File: src/design/sitda_pkg.sv
// Shared constants and types for the signed integer to decimal ASCII converter.
package sitda_pkg;

    localparam int DATA_W     = 32;
    localparam int NUM_DIGITS = 10;
    localparam int BCD_W      = 4 * NUM_DIGITS;
    localparam int IDX_W      = 4;
    localparam int CNT_W      = 5;

    localparam logic [7:0] CHAR_ZERO  = 8'h30;
    localparam logic [7:0] CHAR_MINUS = 8'h2D;

    typedef logic [DATA_W-1:0] t_mag;
    typedef logic [BCD_W-1:0]  t_bcd;
    typedef logic [IDX_W-1:0]  t_idx;

endpackage

File: src/design/signed_int_to_decimal_ascii.sv
// Top level: signed 32-bit integer to decimal ASCII character stream.
//
// Usage:
//   Drive i_value and raise start while busy is low; the value is taken at
//   that clock edge and busy rises on the next cycle.
//   The magnitude is converted to BCD by a shift-and-add-3 unit, one bit per
//   cycle through the 32 bits, then the S_LEAD state finds the leading digit.
//   Characters then leave one per cycle on o_char_code, each marked by a
//   one-cycle o_valid strobe: '-' first for negative values, then the digits
//   most significant first with no leading zeros. o_last_char marks the
//   final character of the transaction.
//   The first character follows the 32-step conversion loop and S_LEAD:
//   the minus sign is strobed from S_LEAD for a negative value, the digits
//   from S_DIGIT, so a transaction grows with the number of digits. A new
//   start is taken in the cycle the last character is strobed.
//   The receiver cannot stall; every strobed character must be taken.
//   Synchronous active-low reset returns the block to idle with no strobe.
module signed_int_to_decimal_ascii (
    input  logic        i_clk,
    input  logic        i_rst_n,
    input  logic        start,
    input  logic [31:0] i_value,
    output logic        busy,
    output logic        o_valid,
    output logic [7:0]  o_char_code,
    output logic        o_last_char
);
    import sitda_pkg::*;

    typedef enum logic [1:0] {
        S_IDLE,
        S_CONV,
        S_LEAD,
        S_DIGIT
    } t_state;

    t_state           r_state;
    logic [CNT_W-1:0] r_cnt;
    logic             r_neg;
    t_idx             r_idx;
    logic             r_valid;
    logic [7:0]       r_char;
    logic             r_last;

    logic load;
    logic step;
    t_mag mag;
    t_bcd bcd;
    t_idx lead;
    logic [3:0] digit;

    assign load = start && (r_state == S_IDLE);
    assign step = (r_state == S_CONV);
    assign mag  = i_value[DATA_W-1] ? (t_mag'(0) - i_value) : i_value;

    sitda_dabble u_dabble (
        .i_clk  (i_clk),
        .i_load (load),
        .i_step (step),
        .i_mag  (mag),
        .o_bcd  (bcd)
    );

    always_comb begin
        lead = '0;
        for (int i = 0; i < NUM_DIGITS; i++) begin
            if (bcd[i*4 +: 4] != 4'd0) begin
                lead = t_idx'(i);
            end
        end
    end

    assign digit = bcd[r_idx*4 +: 4];

    always_ff @(posedge i_clk) begin
        if (!i_rst_n) begin
            r_state <= S_IDLE;
            r_cnt   <= '0;
            r_neg   <= 1'b0;
            r_idx   <= '0;
            r_valid <= 1'b0;
            r_char  <= '0;
            r_last  <= 1'b0;
        end else begin
            r_valid <= 1'b0;
            unique case (r_state)
                S_IDLE: begin
                    if (start) begin
                        r_neg   <= i_value[DATA_W-1];
                        r_cnt   <= '0;
                        r_state <= S_CONV;
                    end
                end
                S_CONV: begin
                    r_cnt <= r_cnt + 1'b1;
                    if (r_cnt == CNT_W'(DATA_W - 1)) begin
                        r_state <= S_LEAD;
                    end
                end
                S_LEAD: begin
                    r_idx <= lead;
                    if (r_neg) begin
                        r_valid <= 1'b1;
                        r_char  <= CHAR_MINUS;
                        r_last  <= 1'b0;
                    end
                    r_state <= S_DIGIT;
                end
                S_DIGIT: begin
                    r_valid <= 1'b1;
                    r_char  <= CHAR_ZERO + {4'd0, digit};
                    r_last  <= (r_idx == '0);
                    if (r_idx == '0) begin
                        r_state <= S_IDLE;
                    end else begin
                        r_idx <= r_idx - 1'b1;
                    end
                end
                default: r_state <= S_IDLE;
            endcase
        end
    end

    assign busy        = (r_state != S_IDLE);
    assign o_valid     = r_valid;
    assign o_char_code = r_char;
    assign o_last_char = r_last;

endmodule

File: src/design/sitda_dabble.sv
// Shift-and-add-3 unit: one binary-to-BCD iteration per step.
module sitda_dabble (
    input  logic            i_clk,
    input  logic            i_load,
    input  logic            i_step,
    input  sitda_pkg::t_mag i_mag,
    output sitda_pkg::t_bcd o_bcd
);
    import sitda_pkg::*;

    t_bcd r_bcd;
    t_mag r_bin;
    t_bcd n_adj;

    always_comb begin
        for (int i = 0; i < NUM_DIGITS; i++) begin
            if (r_bcd[i*4 +: 4] >= 4'd5) begin
                n_adj[i*4 +: 4] = r_bcd[i*4 +: 4] + 4'd3;
            end else begin
                n_adj[i*4 +: 4] = r_bcd[i*4 +: 4];
            end
        end
    end

    always_ff @(posedge i_clk) begin
        if (i_load) begin
            r_bcd <= '0;
            r_bin <= i_mag;
        end else if (i_step) begin
            r_bcd <= {n_adj[BCD_W-2:0], r_bin[DATA_W-1]};
            r_bin <= {r_bin[DATA_W-2:0], 1'b0};
        end
    end

    assign o_bcd = r_bcd;

endmodule
File: config.mk
export PLATFORM = sky130hd
export DESIGN_NAME = signed_int_to_decimal_ascii
export DESIGN_NICKNAME = d
export VERILOG_FILES = /design/src/design/sitda_pkg.sv /design/src/design/signed_int_to_decimal_ascii.sv /design/src/design/sitda_dabble.sv
export SDC_FILE = /design/constraint.sdc
export NUM_CORES = 1
export LEC_CHECK = 0
export ABC_AREA = 1
export ABC_CLOCK_PERIOD_IN_PS = 2200
export BUFFER_PORTS_ARGS = -buffer_cell sky130_fd_sc_hd__buf_2
export CAP_MARGIN = 20
export CELL_PAD_IN_SITES_DETAIL_PLACEMENT = 0
export CELL_PAD_IN_SITES_GLOBAL_PLACEMENT = 1
export CORE_ASPECT_RATIO = 1.2
export CORE_MARGIN = 2
export CORE_UTILIZATION = 35
export CTS_BUF_LIST = sky130_fd_sc_hd__clkbuf_16
export CTS_CLUSTER_DIAMETER = 150
export DETAILED_ROUTE_END_ITERATION = 8
export PLACE_DENSITY = 0.66
export SKIP_CTS_REPAIR_TIMING = 1
export SLEW_MARGIN = 10
export SYNTH_ARGS = -nofsm -noshare
export SYNTH_HDL_FRONTEND = slang
export SYNTH_HIERARCHICAL = 1
export SYNTH_SLANG_ARGS = --single-unit
File: constraint.sdc
create_clock -name i_clk -period 2.2 [get_ports i_clk]
set_input_delay 0.44 -clock i_clk [delete_from_list [all_inputs] [get_ports i_clk]]
set_output_delay 0.44 -clock i_clk [all_outputs]
set_load 0.02 [all_outputs]
==> report_table.html <==
<table>
<tr><th>Metric</th><th>Value</th></tr>
<tr><th colspan="2">Logic synthesis</th></tr>
<tr><td>Library cells used by synthesis</td><td>roughly 40</td></tr>
<tr><td>Synthesized area divided by synthesized cell count</td><td>6.972 µm²</td></tr>
<tr><td>Dominant cells by area after synthesis</td><td>dfxtp_1 (20%), nand2_1 (18%), edfxtp_1 (16%)</td></tr>
<tr><td>Share of synthesized area occupied by flip-flops and latches</td><td>0.3606</td></tr>
<tr><td>Post-Synthesis Cell Area</td><td>5996 µm²</td></tr>
<tr><td>Instance count of the mapped netlist</td><td>860</td></tr>
<tr><td>Number of enable flip-flop cells after synthesis</td><td>32</td></tr>
<tr><td>Total of flip-flops plus latches after synthesis</td><td>92</td></tr>
<tr><td>Yosys top cell area share</td><td>0.2003</td></tr>
<tr><td>Fraction of synthesis flops using an asynchronous set or reset pin</td><td>0</td></tr>
<tr><td>Cell type with the highest aggregate area in the netlist</td><td>dfxtp_1</td></tr>
<tr><td>Yosys warnings</td><td>6</td></tr>
<tr><td>Ys flop type</td><td>dfxtp_1</td></tr>
<tr><th colspan="2">Timing</th></tr>
<tr><td>Final critical path time including I/O delays and setup</td><td>1.853 ns</td></tr>
<tr><td>Count of endpoints failing setup in the final report</td><td>0</td></tr>
<tr><td>Count of pins over their slew limit</td><td>0</td></tr>
<tr><td>RSZ-0062 raised after global routing</td><td>no</td></tr>
<tr><td>Final period util</td><td>0.8424</td></tr>
<tr><td>Max frequency</td><td>539.6 MHz</td></tr>
<tr><td>Setup total negative slack</td><td>0 ns</td></tr>
<tr><td>Hold violation count in the final report</td><td>0</td></tr>
<tr><td>Clock Skews</td><td>0.008891 ns</td></tr>
<tr><th colspan="2">Global route</th></tr>
<tr><td>Initial antenna violation count</td><td>0</td></tr>
<tr><td>Global-route usage over all layers</td><td>0.1717</td></tr>
<tr><td>Via count of the first global-routing pass</td><td>5175</td></tr>
<tr><td>Maximum number of pins on one net before global-route repair</td><td>38</td></tr>
<tr><td>Wire length of the first global-routing pass</td><td>25030 µm</td></tr>
<tr><td>Remaining Overflow, GRT</td><td>0</td></tr>
<tr><th colspan="2">Final layout</th></tr>
<tr><td>Share of final-layout standard cells stronger than drive strength 1</td><td>0.1153</td></tr>
<tr><td>Fillcell total</td><td>1823</td></tr>
<tr><td>Antenna diode count</td><td>0</td></tr>
<tr><td>Footprint of the multi-input gates</td><td>3248 µm²</td></tr>
<tr><td>Layout area overhead</td><td>13.00%</td></tr>
<tr><td>Reg area</td><td>2162 µm²</td></tr>
<tr><td>Final design utilization</td><td>0.4021</td></tr>
<tr><td>Final nets</td><td>slightly below 1000</td></tr>
<tr><th colspan="2">Floorplan</th></tr>
<tr><td>Core region area</td><td>roughly 17000 µm²</td></tr>
<tr><td>Rows</td><td>52</td></tr>
<tr><td>Die outline area</td><td>18200 µm²</td></tr>
<tr><td>Initial cell density of the core</td><td>0.3558</td></tr>
<tr><td>Die outline height</td><td>between 100 and 150 µm</td></tr>
<tr><td>Number of top-level design ports</td><td>46</td></tr>
<tr><td>Width of the chip</td><td>123.5 µm</td></tr>
<tr><th colspan="2">CTS</th></tr>
<tr><td>Maximum clock insertion buffer count</td><td>2</td></tr>
<tr><td>CTS HTree Levels</td><td>3</td></tr>
<tr><td>Insertion delay to the later sink of the worst-skew pair</td><td>0.35 ns</td></tr>
<tr><td>Clock Sink Count</td><td>92</td></tr>
<tr><td>CTS root buf</td><td>clkbuf_16</td></tr>
<tr><td>Total CTS buffers</td><td>9</td></tr>
<tr><td>TritonCTS clock tree</td><td>done</td></tr>
<tr><td>Clock slew seen by the registers of the worst setup and hold paths</td><td>0.07 ns</td></tr>
<tr><th colspan="2">Worst setup path</th></tr>
<tr><td>Critical path peak fanout</td><td>14</td></tr>
<tr><td>Startpoint class of the critical path</td><td>register</td></tr>
<tr><td>Worst setup slack for register-to-register paths</td><td>~0.35 ns</td></tr>
<tr><td>Slowest stage cell, crit path</td><td>dfxtp_1</td></tr>
<tr><td>Arrival time of the worst setup path</td><td>2.13 ns</td></tr>
<tr><td>Endpoint type of the worst setup path</td><td>register</td></tr>
<tr><td>Most frequent CP cell</td><td>inv_1</td></tr>
<tr><td>Worst-path cell chain</td><td>inv_1 -&gt; ha_1 -&gt; nand3_1 -&gt; inv_1 -&gt; nor2_1 -&gt; inv_1 -&gt; nand2_1 -&gt; o21ai_0 -&gt; a31oi_1</td></tr>
<tr><td>Worst R2R Path Depth</td><td>9</td></tr>
<tr><td>CP max stage delay</td><td>0.45 ns</td></tr>
<tr><td>Startpoint-to-endpoint class of the critical path</td><td>register to register</td></tr>
<tr><td>Data required time of the worst path</td><td>approximately 2.5 ns</td></tr>
<tr><th colspan="2">Routing</th></tr>
<tr><td>Overall routed net length</td><td>14670 µm</td></tr>
<tr><td>Antenna-violating nets left</td><td>0</td></tr>
<tr><td>Routed via count divided by cell count</td><td>4.753</td></tr>
<tr><td>Router iterations before antenna repair</td><td>4</td></tr>
<tr><td>Routed wire length per instance</td><td>13.02 µm</td></tr>
<tr><td>Iteration-0 DRC Markers</td><td>189</td></tr>
<tr><td>Vias after detailed routing</td><td>between 5000 and 6000</td></tr>
<tr><td>Remaining design rule violation count</td><td>0</td></tr>
<tr><th colspan="2">Power and ir drop</th></tr>
<tr><td>Portion of total power attributed to sequential cells</td><td>0.383</td></tr>
<tr><td>Part of the total power dissipated in combinational logic</td><td>0.376</td></tr>
<tr><td>Switching power summed over all nets</td><td>~2700 µW</td></tr>
<tr><td>Fraction of power spent switching nets</td><td>0.3941</td></tr>
<tr><td>Cell internal power dissipation</td><td>4100 µW</td></tr>
<tr><td>Power density normalized to cell area</td><td>998.8 nW/µm²</td></tr>
<tr><td>Portion of total power attributed to the clock network</td><td>0.241</td></tr>
<tr><td>Maximum vdd ir drop</td><td>around 0.42 mV</td></tr>
<tr><td>LEAKAGE</td><td>0.003257 µW</td></tr>
<tr><th colspan="2">Placement</th></tr>
<tr><td>Placed wire-length estimate</td><td>11080 µm</td></tr>
<tr><td>Count of buffers inserted at the top-level ports</td><td>43</td></tr>
<tr><td>RD Place Congestion</td><td>between 0.7 and 0.8</td></tr>
<tr><th colspan="2">Min path</th></tr>
<tr><td>Cells on Worst Hold Path</td><td>3</td></tr>
<tr><td>Class of the most critical hold timing path</td><td>input pin to register</td></tr>
<tr><th colspan="2">Run status</th></tr>
<tr><td>Run status</td><td>complete, no violations</td></tr>
<tr><th colspan="2">Run</th></tr>
<tr><td>Max-capacitance violation count</td><td>0</td></tr>
</table>
-- worst max-delay path: cells and delay by family (launching register included) --
family,cells,cell delay [ns]
DFF,1,0.45
buffers and inverters,3,0.42
and+or+nand+nor,3,0.38
adders and majority gates,1,0.26
AOI/OAI and AO/OA,2,0.26
-- cell usage in the layout, fill, tap and decap left out, drive strengths merged, types with 3 or more instances in the layout --
cell / count
clkbuf: 11
dfxtp: 60
xor2: 16
nand2: 281
o21ai: 73
nor2: 61
o211ai: 10
edfxtp: 32
ha: 29
nand3: 83
inv: 110
xnor2: 11
nor3: 14
a21oi: 28
nand4: 8
o31ai: 3
buf: 61
a31oi: 3
-- state kept, by name, indices dropped and copies added (netlist names) --
name and count:
o_last_char 1, u_dabble/o_bcd 40, o_char_code 6, u_dabble/r_bin 32
r_cnt 5, r_neg 1, r_idx 4, o_valid 1
r_state 2
-- logic make-up (layout without fill, tap and decap cells) --
| family | after synthesis | count (layout) | synth area share |
|---|---|---|---|
| other | 1 | 2 | 0.0006254 |
| AO/OA/AOI/OAI | 120 | 120 | 0.1093 |
| adder cells (fa/ha/maj) | 29 | 29 | 0.06052 |
| flip-flops | 92 | 92 | 0.3606 |
| buffers and inverters | 136 | 186 | 0.09829 |
| XOR/XNOR | 27 | 27 | 0.03944 |
| AND/OR/NAND/NOR | 455 | 455 | 0.3312 |
-- per-layer routing --
metal	vias to the layer above	global-route usage	routed length, µm
li1	2868	-	-
met1	2392	0.2206	6810
met2	79	0.2923	7238
met3	18	0.02894	380
met4	0	0.05170	241
met5	-	0	0
-- synth_stat cells (13+ instances only) --
cell / instances
xor2_1: 16
dfxtp_1: 60
nand2_1: 280
a21oi_1: 28
edfxtp_1: 32
ha_1: 29
nand3_2: 13
nor2_1: 59
inv_1: 106
o21ai_0: 62
buf_2: 13
nand3_1: 70
-- power groups by stage --
stage               registers (µW)  clock network [µW]  logic [µW]
floorplan                     2590                   0        1880
global placement              2610                   0        2600
detailed placement            2620                   0        2610
CTS                           2590                1680        2610
global route                  2650                1740        2910
finish                        2590                1630        2540
-- path summary, 6_finish.rpt --
path                       endpoint                from
setup / recovery           r_idx[1]            r_idx[1]
hold / removal       o_char_code[5]             i_rst_n
setup reg to reg           r_idx[1]            r_idx[1]
hold reg to reg   u_dabble/o_bcd[0]  u_dabble/r_bin[31]
-- area by class of cell --
cell class	instances	share of cell area
Inverter	109	0.06150
Tap cell	216	0.03989
Sequential cell	92	0.3191
Timing Repair Buffer	61	0.05355
Clock inverter	5	0.005910
Clock buffer	11	0.04063
Multi-Input combinational cell	633	0.4794
-- per-stage QoR --
step | hold WS, ns | total power (µW) | instance area (µm²) | setup WS [ns] | std cells
after detailed placement | 0.4591 | 5233 | 6460 | 0.02672 | 1111
final | 0.4321 | 6767 | 6775 | 0.3467 | 1127
after CTS | 0.4294 | 6884 | 6775 | 0.3450 | 1127
after global routing | 0.4440 | 7304 | 6775 | 0.1473 | 1127
after floorplan | 0.4276 | 4468 | 6000 | 0.3775 | 861
after global placement | 0.4561 | 5206 | 6460 | 0.05366 | 1111
No activity file was read; power rests on OpenSTA's default activity.
